### config.mk
export PLATFORM = sky130hd
export DESIGN_NAME = servo_ppm_chunk_scheduler_unit_flat
export DESIGN_NICKNAME = d
export VERILOG_FILES = /design/src/rtl/spcs_pkg.sv /design/src/rtl/spcs_if.sv /design/src/rtl/spcs_table.sv /design/src/rtl/spcs_sched.sv /design/src/rtl/servo_ppm_chunk_scheduler_unit.sv /design/src/flat_wrapper.sv
export SDC_FILE = /design/constraint.sdc
export NUM_CORES = 1
export LEC_CHECK = 0
export BUFFER_PORTS_ARGS = -buffer_cell sky130_fd_sc_hd__buf_4
export CAP_MARGIN = 20
export CORE_MARGIN = 2
export CORE_UTILIZATION = 50
export DETAILED_ROUTE_END_ITERATION = 10
export PLACE_DENSITY = 0.74
export SLEW_MARGIN = 30
export SYNTH_ARGS = -nofsm -noshare
export SYNTH_HDL_FRONTEND = slang
export SYNTH_SLANG_ARGS = --single-unit
### constraint.sdc
create_clock -name clk -period 14.2 [get_ports clk]
set_input_delay 1.42 -clock clk [delete_from_list [all_inputs] [get_ports clk]]
set_output_delay 1.42 -clock clk [all_outputs]
set_load 0.02 [all_outputs]
### src/rtl/spcs_pkg.sv
// Shared types and constants of the servo PPM chunk scheduler.
package spcs_pkg;

	localparam int IDX_W   = 5;
	localparam int TICK_W  = 16;
	localparam int CHAN_W  = 4;
	localparam int CMP_W   = 8;
	localparam int CFG_IDX_W = 2;

	localparam logic CMD_MATCH = 1'b0;
	localparam logic CMD_WRITE = 1'b1;

	localparam logic [CFG_IDX_W-1:0] REG_SERVO_COUNT = 2'd0;
	localparam logic [CFG_IDX_W-1:0] REG_MAX_PULSE   = 2'd1;

	localparam logic [TICK_W-1:0] MAX_PULSE_RST    = 16'd5500;
	localparam logic [TICK_W-1:0] CHUNK_LONG_LIMIT = 16'd384;
	localparam logic [TICK_W-1:0] CHUNK_MID_LIMIT  = 16'd256;
	localparam logic [TICK_W-1:0] CHUNK_LONG       = 16'd256;
	localparam logic [TICK_W-1:0] CHUNK_MID        = 16'd128;
	localparam logic [TICK_W-1:0] FRAME_SLACK      = 16'd128;
	localparam logic [CMP_W-1:0]  CMP_LONG         = 8'd255;
	localparam logic [CMP_W-1:0]  CMP_MID          = 8'd127;

	typedef struct packed {
		logic              wr_en;
		logic [IDX_W-1:0]  wr_idx;
		logic [TICK_W-1:0] wr_data;
		logic [IDX_W-1:0]  rd_idx;
	} tbl_req_t;

	typedef struct packed {
		logic [CMP_W-1:0] compare_value;
		logic             set_on_match;
		logic             counter_reset;
	} result_t;

endpackage

### src/rtl/spcs_if.sv
// Handshake channels of the servo PPM chunk scheduler.
interface spcs_item_if;
	logic        valid;
	logic        ready;
	logic        cmd;
	logic [3:0]  channel;
	logic [15:0] pulse_ticks;
	modport source (output valid, cmd, channel, pulse_ticks, input ready);
	modport sink (input valid, cmd, channel, pulse_ticks, output ready);
endinterface

interface spcs_result_if;
	logic       valid;
	logic       ready;
	logic [7:0] compare_value;
	logic       set_on_match;
	logic       counter_reset;
	modport source (output valid, compare_value, set_on_match, counter_reset, input ready);
	modport sink (input valid, compare_value, set_on_match, counter_reset, output ready);
endinterface

interface spcs_cfg_if;
	logic        valid;
	logic        ready;
	logic [1:0]  index;
	logic [15:0] data;
	modport source (output valid, index, data, input ready);
	modport sink (input valid, index, data, output ready);
endinterface

### src/rtl/spcs_table.sv
// Channel pulse table: synchronous memory with valid bits and write-to-read forwarding.
module spcs_table import spcs_pkg::*; #(
	parameter int MAX_CHANNELS = 16
) (
	input  logic              clk,
	input  logic              arst_n,
	input  tbl_req_t          req,
	output logic [TICK_W-1:0] rd_data
);
	localparam int AW = (MAX_CHANNELS > 1) ? $clog2(MAX_CHANNELS) : 1;
	localparam logic [IDX_W:0] DEPTH = (IDX_W+1)'(MAX_CHANNELS);

	logic [TICK_W-1:0]       mem [MAX_CHANNELS];
	logic [MAX_CHANNELS-1:0] valid_q;
	logic [TICK_W-1:0]       rd_data_q;
	logic                    rd_ok_q;
	logic                    wr_ok;
	logic                    rd_in;
	logic                    hit;
	logic [AW-1:0]           wa;
	logic [AW-1:0]           ra;

	assign wr_ok = req.wr_en && ({1'b0, req.wr_idx} < DEPTH);
	assign rd_in = {1'b0, req.rd_idx} < DEPTH;
	assign wa    = req.wr_idx[AW-1:0];
	assign ra    = req.rd_idx[AW-1:0];
	assign hit   = wr_ok && rd_in && (wa == ra);

	always_ff @(posedge clk) begin
		if (wr_ok) begin
			mem[wa] <= req.wr_data;
		end
		// forward a beat written to the entry being fetched
		rd_data_q <= hit ? req.wr_data : mem[ra];
	end

	always_ff @(posedge clk or negedge arst_n) begin
		if (!arst_n) begin
			valid_q <= '0;
			rd_ok_q <= 1'b0;
		end else begin
			if (wr_ok) begin
				valid_q[wa] <= 1'b1;
			end
			rd_ok_q <= rd_in && (valid_q[ra] || hit);
		end
	end

	assign rd_data = rd_ok_q ? rd_data_q : '0;

endmodule

### src/rtl/spcs_sched.sv
// Frame and chunk scheduling state, updated once per compare event.
module spcs_sched import spcs_pkg::*; (
	input  logic              clk,
	input  logic              arst_n,
	input  logic              fire,
	input  logic              cmd,
	input  logic [CHAN_W-1:0] channel,
	input  logic [TICK_W-1:0] pulse_ticks,
	input  logic [IDX_W-1:0]  servo_count,
	input  logic [TICK_W-1:0] max_pulse_ticks,
	input  logic [TICK_W-1:0] next_pulse,
	output tbl_req_t          tbl_req,
	output result_t           res
);
	logic [TICK_W-1:0] rem_q, sum_q;
	logic [IDX_W-1:0]  idx_q;
	logic              mode_q, rline_q;

	logic [TICK_W-1:0] rem_ld, rem_n, sum_n;
	logic [IDX_W-1:0]  idx_n, idx_d;
	logic              mode_n, rline_n, ev;
	logic [TICK_W+IDX_W-1:0] frame_prod;
	logic [TICK_W-1:0] gap;

	assign ev         = fire && (cmd == CMD_MATCH);
	assign frame_prod = max_pulse_ticks * servo_count;
	assign gap        = frame_prod[TICK_W-1:0] + FRAME_SLACK - sum_q;

	always_comb begin
		rem_ld  = rem_q;
		sum_n   = sum_q;
		idx_n   = idx_q;
		rline_n = rline_q;
		mode_n  = mode_q;
		if (rem_q == '0) begin
			if (idx_q < servo_count) begin
				rem_ld = next_pulse;
				sum_n  = sum_q + next_pulse;
				idx_n  = idx_q + 1'b1;
			end else begin
				// end of frame: load the gap and restart the counter
				rem_ld  = gap;
				sum_n   = '0;
				idx_n   = '0;
				rline_n = 1'b1;
			end
		end
		res.compare_value = CMP_LONG;
		priority if (rem_ld > CHUNK_LONG_LIMIT) begin
			mode_n = 1'b0;
			rem_n  = rem_ld - CHUNK_LONG;
		end else if (rem_ld > CHUNK_MID_LIMIT) begin
			res.compare_value = CMP_MID;
			rem_n = rem_ld - CHUNK_MID;
		end else begin
			mode_n  = 1'b1;
			rline_n = 1'b0;
			res.compare_value = rem_ld[CMP_W-1:0] - 1'b1;
			rem_n = '0;
		end
		res.set_on_match  = mode_n;
		res.counter_reset = rline_n;
	end

	// fetch the entry for the index that holds after this cycle
	assign idx_d = ev ? idx_n : idx_q;

	always_comb begin
		tbl_req.wr_en   = fire && (cmd == CMD_WRITE);
		tbl_req.wr_idx  = {1'b0, channel};
		tbl_req.wr_data = pulse_ticks;
		tbl_req.rd_idx  = idx_d;
	end

	always_ff @(posedge clk or negedge arst_n) begin
		if (!arst_n) begin
			rem_q   <= '0;
			sum_q   <= '0;
			idx_q   <= '0;
			mode_q  <= 1'b0;
			rline_q <= 1'b1;
		end else if (ev) begin
			rem_q   <= rem_n;
			sum_q   <= sum_n;
			idx_q   <= idx_n;
			mode_q  <= mode_n;
			rline_q <= rline_n;
		end
	end

endmodule

### src/rtl/servo_ppm_chunk_scheduler_unit.sv
// Servo PPM chunk scheduler: one result beat per compare event, none per table write.
// A compare event's result is on the output register in the cycle after acceptance.
// Throughput: one item per cycle while no result stalls; the next channel's pulse is
// prefetched from table memory, with forwarding of a write to the entry being fetched.
// Reset: asynchronous; table reads as zero, counter reset asserted, servo count 0,
// max pulse 5500. No clearing pass.
module servo_ppm_chunk_scheduler_unit import spcs_pkg::*; #(
	parameter int MAX_CHANNELS = 16
) (
	input logic         clk,
	input logic         arst_n,
	spcs_cfg_if.sink    cfg,
	spcs_item_if.sink   item,
	spcs_result_if.source result
);
	logic [IDX_W-1:0]  servo_count_q;
	logic [TICK_W-1:0] max_pulse_q;
	logic              res_valid_q;
	result_t           res_q;
	result_t           res;
	tbl_req_t          tbl_req;
	logic [TICK_W-1:0] next_pulse;
	logic              fire;

	assign cfg.ready  = 1'b1;
	assign item.ready = !res_valid_q || result.ready;
	assign fire       = item.valid && item.ready;

	always_ff @(posedge clk or negedge arst_n) begin
		if (!arst_n) begin
			servo_count_q <= '0;
			max_pulse_q   <= MAX_PULSE_RST;
		end else if (cfg.valid) begin
			unique case (cfg.index)
				REG_SERVO_COUNT: servo_count_q <= cfg.data[IDX_W-1:0];
				REG_MAX_PULSE:   max_pulse_q   <= cfg.data;
				default: ;
			endcase
		end
	end

	spcs_table #(.MAX_CHANNELS(MAX_CHANNELS)) u_table (
		.clk     (clk),
		.arst_n  (arst_n),
		.req     (tbl_req),
		.rd_data (next_pulse)
	);

	spcs_sched u_sched (
		.clk             (clk),
		.arst_n          (arst_n),
		.fire            (fire),
		.cmd             (item.cmd),
		.channel         (item.channel),
		.pulse_ticks     (item.pulse_ticks),
		.servo_count     (servo_count_q),
		.max_pulse_ticks (max_pulse_q),
		.next_pulse      (next_pulse),
		.tbl_req         (tbl_req),
		.res             (res)
	);

	always_ff @(posedge clk or negedge arst_n) begin
		if (!arst_n) begin
			res_valid_q <= 1'b0;
		end else if (item.ready) begin
			res_valid_q <= fire && (item.cmd == CMD_MATCH);
		end
	end

	// hold the payload until the beat is taken
	always_ff @(posedge clk) begin
		if (fire && (item.cmd == CMD_MATCH)) begin
			res_q <= res;
		end
	end

	assign result.valid         = res_valid_q;
	assign result.compare_value = res_q.compare_value;
	assign result.set_on_match  = res_q.set_on_match;
	assign result.counter_reset = res_q.counter_reset;

endmodule

### src/flat_wrapper.sv
// flat-port wrapper written by rule: the top's interface ports become plain ports
module servo_ppm_chunk_scheduler_unit_flat import spcs_pkg::*;
#(
	parameter int MAX_CHANNELS = 16
)
  (clk, arst_n, cfg_valid, cfg_index, cfg_data, cfg_ready, item_valid, item_cmd, item_channel, item_pulse_ticks, item_ready, result_valid, result_compare_value, result_set_on_match, result_counter_reset, result_ready);
  spcs_cfg_if cfg_i ();
  spcs_item_if item_i ();
  spcs_result_if result_i ();
  input logic clk;
  input logic arst_n;
  input wire logic [$bits(cfg_i.valid)-1:0] cfg_valid;
  input wire logic [$bits(cfg_i.index)-1:0] cfg_index;
  input wire logic [$bits(cfg_i.data)-1:0] cfg_data;
  output wire logic [$bits(cfg_i.ready)-1:0] cfg_ready;
  input wire logic [$bits(item_i.valid)-1:0] item_valid;
  input wire logic [$bits(item_i.cmd)-1:0] item_cmd;
  input wire logic [$bits(item_i.channel)-1:0] item_channel;
  input wire logic [$bits(item_i.pulse_ticks)-1:0] item_pulse_ticks;
  output wire logic [$bits(item_i.ready)-1:0] item_ready;
  output wire logic [$bits(result_i.valid)-1:0] result_valid;
  output wire logic [$bits(result_i.compare_value)-1:0] result_compare_value;
  output wire logic [$bits(result_i.set_on_match)-1:0] result_set_on_match;
  output wire logic [$bits(result_i.counter_reset)-1:0] result_counter_reset;
  input wire logic [$bits(result_i.ready)-1:0] result_ready;
  assign cfg_i.valid = cfg_valid;
  assign cfg_i.index = cfg_index;
  assign cfg_i.data = cfg_data;
  assign cfg_ready = cfg_i.ready;
  assign item_i.valid = item_valid;
  assign item_i.cmd = item_cmd;
  assign item_i.channel = item_channel;
  assign item_i.pulse_ticks = item_pulse_ticks;
  assign item_ready = item_i.ready;
  assign result_valid = result_i.valid;
  assign result_compare_value = result_i.compare_value;
  assign result_set_on_match = result_i.set_on_match;
  assign result_counter_reset = result_i.counter_reset;
  assign result_i.ready = result_ready;
  servo_ppm_chunk_scheduler_unit #(.MAX_CHANNELS(MAX_CHANNELS)) u_core (.clk(clk), .arst_n(arst_n), .cfg(cfg_i), .item(item_i), .result(result_i));
endmodule
### Yosys cells after proc, flatten, opt, wreduce, memory -nomap -nowiden

Memories as Yosys holds them, arrays and structs flattened.
Index checks and enable logic that the tools add are counted.
Widths: inputs -> output; s select.

| storage, ports and cells | value |
|---|---|
| flip-flop bits (word level) | 104 |
| bits in latches | 0 |
| bits in writable memories | 256 |
| memory bits (read-only) | 0 |
| memories | 1 |

Memories:

| memory | depth | bits a word | rd ports | clocked after Yosys merged registers in | wr ports | RTL line | source |
|---|---|---|---|---|---|---|---|
| u_core.u_table.mem | 16 | 16 | 1 | 0 | 1 | spcs_table.sv:13 | `logic [TICK_W-1:0] mem [MAX_CHANNELS];` |

| cells by class | value |
|---|---|
| add/subtract/negate cells | 7 |
| $mul | 1 |
| div/mod/pow operators | 0 |
| $lt $le $gt $ge | 8 |
| equality and inequality tests | 2 |
| shift-type cells | 0 |
| muxes and demuxes | 23 |
| bitwise gates (word level) | 2 |
| reduce and logical (&&, ||, !) cells | 17 |

Operator list:

| kind | count |
|---|---|
| $mux 16 | 7 |
| $gt 16x9->1 const B | 2 |
| $add 16x16->16 | 1 |
| $add 16x8->16 const B | 1 |
| $logic_not 16->1 | 1 |
| $mul 16x5->16 | 1 |
| $or 16x16->16 | 1 |
| $sub 16x16->16 | 1 |
| $sub 16x8->16 const B | 1 |
| $sub 16x9->16 const B | 1 |
| $lt 4x5->1 const B | 3 |
| $mux 5 | 3 |
| $mux 1 | 10 |
| $logic_and 1x1->1 | 8 |
| $mux 8 | 1 |
| $sub 8x1->8 const B | 1 |
| $reduce_and 2->1 | 3 |
| $add 5x1->5 const B | 1 |
| $lt 5x5->1 | 1 |
| $lt 5x5->1 const B | 1 |
| $bmux 1 s4 | 1 |
| $demux 1 s4 | 1 |
| $eq 4x4->1 | 1 |
| $ge 4x1->1 const B | 1 |
| other kinds (6) | 7 |

### Depth between registers and ports, before layout

| logic depth | value |
|---|---|
| depth after elaboration | 10 |
| depth in mapped cells | 30 |
| depth with buffers taken out | 24 |

### Modules after synthesis

A second synthesis with hierarchy kept.

| second synthesis, totals | value |
|---|---|
| cells, all modules | 1286 |
| area total of the unflattened synthesis | 18336.3 um^2 |

Modules (own cells, without submodules):

| module | times used | cells an instance | area an instance (um^2) | sequential area each (um^2) |
|---|---|---|---|---|
| spcs_table | 1 | 514 | 11170.7 | 8433.1 |
| spcs_sched | 1 | 709 | 5940.7 | 977.2 |
| servo_ppm_chunk_scheduler_unit | 1 | 63 | 1224.9 | 860.8 |

### Least setup slack after synthesis

Ideal clock, no wire load.

| path | value |
|---|---|
| path kind | register to register |
| start point | reg u_core.servo_count_q[0] |
| end point | reg u_core.res_q, in the netlist u_core.result.compare_value[0] (data pin) |
| data arrival time | 6.344 ns |
| required time | 13.944 ns |
| slack | 7.600 ns |
| cell stages (with the launch flop) | 28 |
| buffers on the path | 4 |
| period minus slack after synthesis | 6.600 ns |
| cells stage by stage | dfrtp_1 > clkbuf_1 > and2_1 > fa_1 > inv_1 > fa_1 > inv_1 > fa_1 > fa_1 > ha_1 > nand2_1 > a211oi_1 > nor2b_1 > xnor2_1 > a221oi_1 > inv_1 > ha_1 > and3_1 > a32oi_1 > nand2_1 > a2bb2oi_2 > nor4b_4 > and2_1 > buf_4 > and3_1 > buf_4 > buf_6 > o21ai_2 |

| on the way | value |
|---|---|
| word-level cells in the longest chain between the ends | 7 |

Ends and longest elaborated chain:

| item | RTL line | source |
|---|---|---|
| start, declared | servo_ppm_chunk_scheduler_unit.sv:16 | `logic [IDX_W-1:0] servo_count_q;` |
| start signal, assigned | servo_ppm_chunk_scheduler_unit.sv:35 | `REG_SERVO_COUNT: servo_count_q <= cfg.data[IDX_W-1:0];` |
| $mul 16x5->16 | spcs_sched.sv:26 | `assign frame_prod = max_pulse_ticks * servo_count;` |
| $add 16x8->16 | spcs_sched.sv:27 | `assign gap = frame_prod[TICK_W-1:0] + FRAME_SLACK - sum_q;` |
| $sub 16x16->16 | spcs_sched.sv:27 |  |
| $mux 16 * | spcs_sched.sv:36 | `if (idx_q < servo_count) begin` |
| $mux 16 * | spcs_sched.sv:35 | `if (rem_q == '0) begin` |
| $gt 16x9->1 (on tied branches) | spcs_sched.sv:49, spcs_sched.sv:52 |  |
| $reduce_or 2->1 (no source line) | n/a |  |
| end signal, assigned | servo_ppm_chunk_scheduler_unit.sv:74 | `res_q <= res;` |
| end, declared | servo_ppm_chunk_scheduler_unit.sv:19 | `result_t res_q;` |

Every way passes the cells marked *; elsewhere a longest branch is shown, timed or not.
A chain may end at the register's enable or synchronous reset.

### Worst setup path in the final report

| path | value |
|---|---|
| start point | reg u_core.servo_count_q[0] |
| end point | reg u_core.res_q, in the netlist u_core.result.compare_value[1] (data pin) |

Same word-level chain as after synthesis.

==> impl_metrics.ini <==
[cells_and_area]
area_delta_synth_final_pct = 11.6
mostFrequentLayoutCells = nand2_1, edfxtp_1, nand3_1, buf_4, inv_1
layout.cells.most_common = nand2_1
finalNetCount = 1828
fin_area_um2 = 20500
antenna_cells = 0
fill_cells = 2928
drive_above_1_share_pct = 14.0
stdcell_count = 2175

[clock_tree]
cts.sinks = 360
postCtsSetupBuffers = 0
clk_pin_slew_worst_paths_ns = 0.06
clockBufferDepth = 3
hold_buffers = 0
clk_latency_ns = 0.56
cts_root_buffer = clkbuf_16
cts_made_buffers = 38
cts_max_level = 2
tritoncts = built
ctsResizeCount = 0

[pwr]
power.leakage_nw = 7.96
ir_drop_uv = 130
powerDensity_nw_per_um2 = 183

[route]
finalWirelength_um = 45200
routedWlPerCell_um = 20.8
viasPerCell = 5.84
drtPass1Iterations = 5
postRouteAntennaNets = 0
drc = 0
dr.first_iter.drc_count = 937
vias = 12700

[sta]
rsz0062_at_grt = false
drv_slew = 0
setup_violations = 0
tightestPinTransition_ns = 0.914
fmax_mhz = 126
finalWorstPathRequiredPeriod_ns = 7.96
fin_skew_ns = 0.0216
timing.final.crit_share_pct = 56.1
fin_ws_ns = 6.24
setup-tns-final_ns = 0
relSlewSlack_pct = 37.5
hold_viol_final = 0

[floorplanning]
floorplan.initialDensity_pct = 50.5
ioPinCount = 57
coreArea_um2 = 36300
fp.dieH_um = 196
dieArea_um2 = 38300
die_w_um = 196
fp-row-count = 70

[worst_hold_path]
holdPathEnd = u_core.u_table.valid_q[5]$_DFFE_PN0P_
min_path_type = register to register
min_from = u_core.u_table.valid_q[5]$_DFFE_PN0P_
hold_depth = 1

[synth]
yosys.area_share.simple_pct = 17.0
synth-compound-area-share_pct = 9.61
ys_seq_area_share_pct = 56.0
synthAdderAreaFrac_pct = 9.27
synthCells = 1640
ys.warnings.count = 0
synth_cell_types = 81
synth_ff_type = edfxtp_1
synthMuxAreaShare_pct = 2.45
synth_top_family_by_area = simple AND/OR/NAND/NOR gates
avgSynthCellArea_um2 = 11.2
synth-edff-count = 266
synth_xor_area_share_pct = 2.00
synth_seq_cells = 360
synth_area_um2 = 18400
postSynthNetCount = 1790
ys_async_sr_fraction_pct = 21.7

[grt]
grt_usage_pct = 24.2
antenna_found_initial = 2
grt_pass1_wl_um = 71600
grt.overflow.total = 0
first_global_vias = 12900
grt_max_degree = 77

[setup_path]
required_ns = 14.46
startpoint = u_core.servo_count_q[0]$_DFFE_PN0P_
arrival_ns = 8.23
cp-end-kind = register
timing.rr.start = u_core.servo_count_q[0]$_DFFE_PN0P_
crit_fanout = 18
reg2reg_depth = 23
crit_type = register to register
cp-start-kind = register
ff2ff_setup_slack_ns = 6.24
reg2reg_to = u_core.result.compare_value[1]$_SDFFCE_PP1P_

[placed_design]
gp_congestion = 0.920
place_area_um2 = 19300
place_inst = 2106
hpwlAfterDp_um = 29000
port-buffer-count = 55
pre_cts_ws_ns = 6.45

[run]
maxCapViolCount = 0

[outcome]
outcome = completed
## how the worst max path moves through the flow
stage | endpoint | slack (ns) | depth (start not counted)
after global placement | u_core.result.counter_reset$_DFFE_PP_ | 6.69 | 23
after floorplan | u_core.result.compare_value[0]$_SDFFCE_PP1P_ | 7.60 | 27
final | u_core.result.compare_value[1]$_SDFFCE_PP1P_ | 6.24 | 23
after CTS | u_core.result.compare_value[1]$_SDFFCE_PP1P_ | 6.37 | 23
after global routing | u_core.result.compare_value[1]$_SDFFCE_PP1P_ | 5.70 | 23
after detailed placement | u_core.result.compare_value[1]$_SDFFCE_PP1P_ | 6.45 | 23
## layer usage
metal / vias to the layer above / wire [um] / GRT usage [%]
li1: 5900 / - / -
met1: 6188 / 18600 / 32.0
met2: 496 / 21700 / 40.0
met3: 106 / 3310 / 4.30
met4: 4 / 1490 / 9.02
met5: - / 30 / 0
## synthesized netlist by cell type, drive strengths merged (3+ instances only)
| cell type | instances | area share (%) |
|---|---|---|
| nor2b | 5 | 0.17 |
| dfxtp | 16 | 1.7 |
| fa | 50 | 5.5 |
| mux2 | 36 | 2.2 |
| or3 | 5 | 0.17 |
| a22o | 8 | 0.38 |
| edfxtp | 266 | 44 |
| nor4b | 4 | 0.31 |
| o21ai | 29 | 0.85 |
| a21oi | 58 | 1.7 |
| ha | 56 | 3.8 |
| a31oi | 24 | 0.82 |
| a211oi | 10 | 0.41 |
| nand3 | 84 | 2.3 |
| dfrtp | 69 | 9.4 |
| nand2b | 5 | 0.17 |
| nor3 | 16 | 0.44 |
| o31ai | 9 | 0.37 |
| or2 | 19 | 0.65 |
| nor4 | 7 | 0.24 |
| nand2 | 393 | 8.0 |
| clkbuf | 52 | 1.1 |
| a21o | 8 | 0.33 |
| o21a | 10 | 0.41 |
| buf | 34 | 1.0 |
| dfstp | 9 | 1.3 |
| xor2 | 16 | 0.76 |
| inv | 79 | 1.6 |
| a311oi | 52 | 2.5 |
| mux2i | 4 | 0.24 |
| and2 | 45 | 1.5 |
| nand4 | 8 | 0.27 |
| and3 | 41 | 1.4 |
| xnor2 | 26 | 1.2 |
| o22ai | 3 | 0.10 |
| nor2 | 40 | 0.82 |
| nor3b | 3 | 0.12 |
## critical path, stage by stage (launching register included)
cell       delay [ns]
dfrtp_1          0.60
and2_1           0.30
fa_1             0.55
inv_1            0.06
fa_1             0.48
fa_1             0.49
inv_1            0.04
ha_1             0.27
ha_1             0.43
nand4_1          0.18
a211oi_1         0.35
nor2b_1          0.11
xnor2_1          0.15
a221oi_1         0.77
inv_1            0.27
ha_1             0.30
and3_1           0.19
a32oi_1          0.26
nand2_1          0.11
a2bb2oi_2        0.15
nor4b_4          0.39
and2_1           0.40
and3_1           0.65
nand2_1          0.15
## power by group
group,leakage (nW),switching (mW),internal (mW)
sequential,3.45,0.0759,1.20
combinational,3.92,0.893,0.621
clock,0.583,0.417,0.543
## flip-flops by register name (all words and copies together) (netlist names)
register / count
u_core.u_table.rd_ok_q: 1
u_core.u_sched.idx_q: 5
u_core.result.valid: 1
u_core.result.compare_value: 8
u_core.u_sched.rem_q: 16
u_core.u_table.valid_q: 16
u_core.u_sched.mode_q: 1
u_core.servo_count_q: 5
u_core.u_table.mem: 256
u_core.u_table.rd_data_q: 16
u_core.result.set_on_match: 1
u_core.u_sched.sum_q: 16
u_core.max_pulse_q: 16
u_core.u_sched.rline_q: 1
u_core.result.counter_reset: 1
## layout make-up
| class | count | area (um2) | area share [%] |
|---|---|---|---|
| clock buffers | 44 | 993 | 4.85 |
| multi-input cells | 1115 | 7490 | 36.6 |
| flip-flops and latches | 360 | 10300 | 50.2 |
| clock inverters | 25 | 205 | 1.00 |
| well taps | 468 | 586 | 2.86 |
| inverters | 79 | 299 | 1.46 |
| repair buffers | 84 | 631 | 3.08 |
## cell families after synthesis
family          count (synthesis)
compound gates                243
simple gates                  683
buf+inv                       165
fa+ha+maj                     106
xor+xnor                       42
mux                            40
flops                         360
other cells                     1
## stage by stage
stage / utilization, % / total power, mW / hold slack [ns]
CTS: 56.3 / 3.77 / 0.472
global route: 56.3 / 4.01 / 0.483
floorplan: - / 2.42 / 0.439
detailed placement: 53.0 / 2.80 / 0.452
global placement: 53.0 / 2.77 / 0.452
finish: 56.3 / 3.75 / 0.469
(Power assumes the default switching activity.)
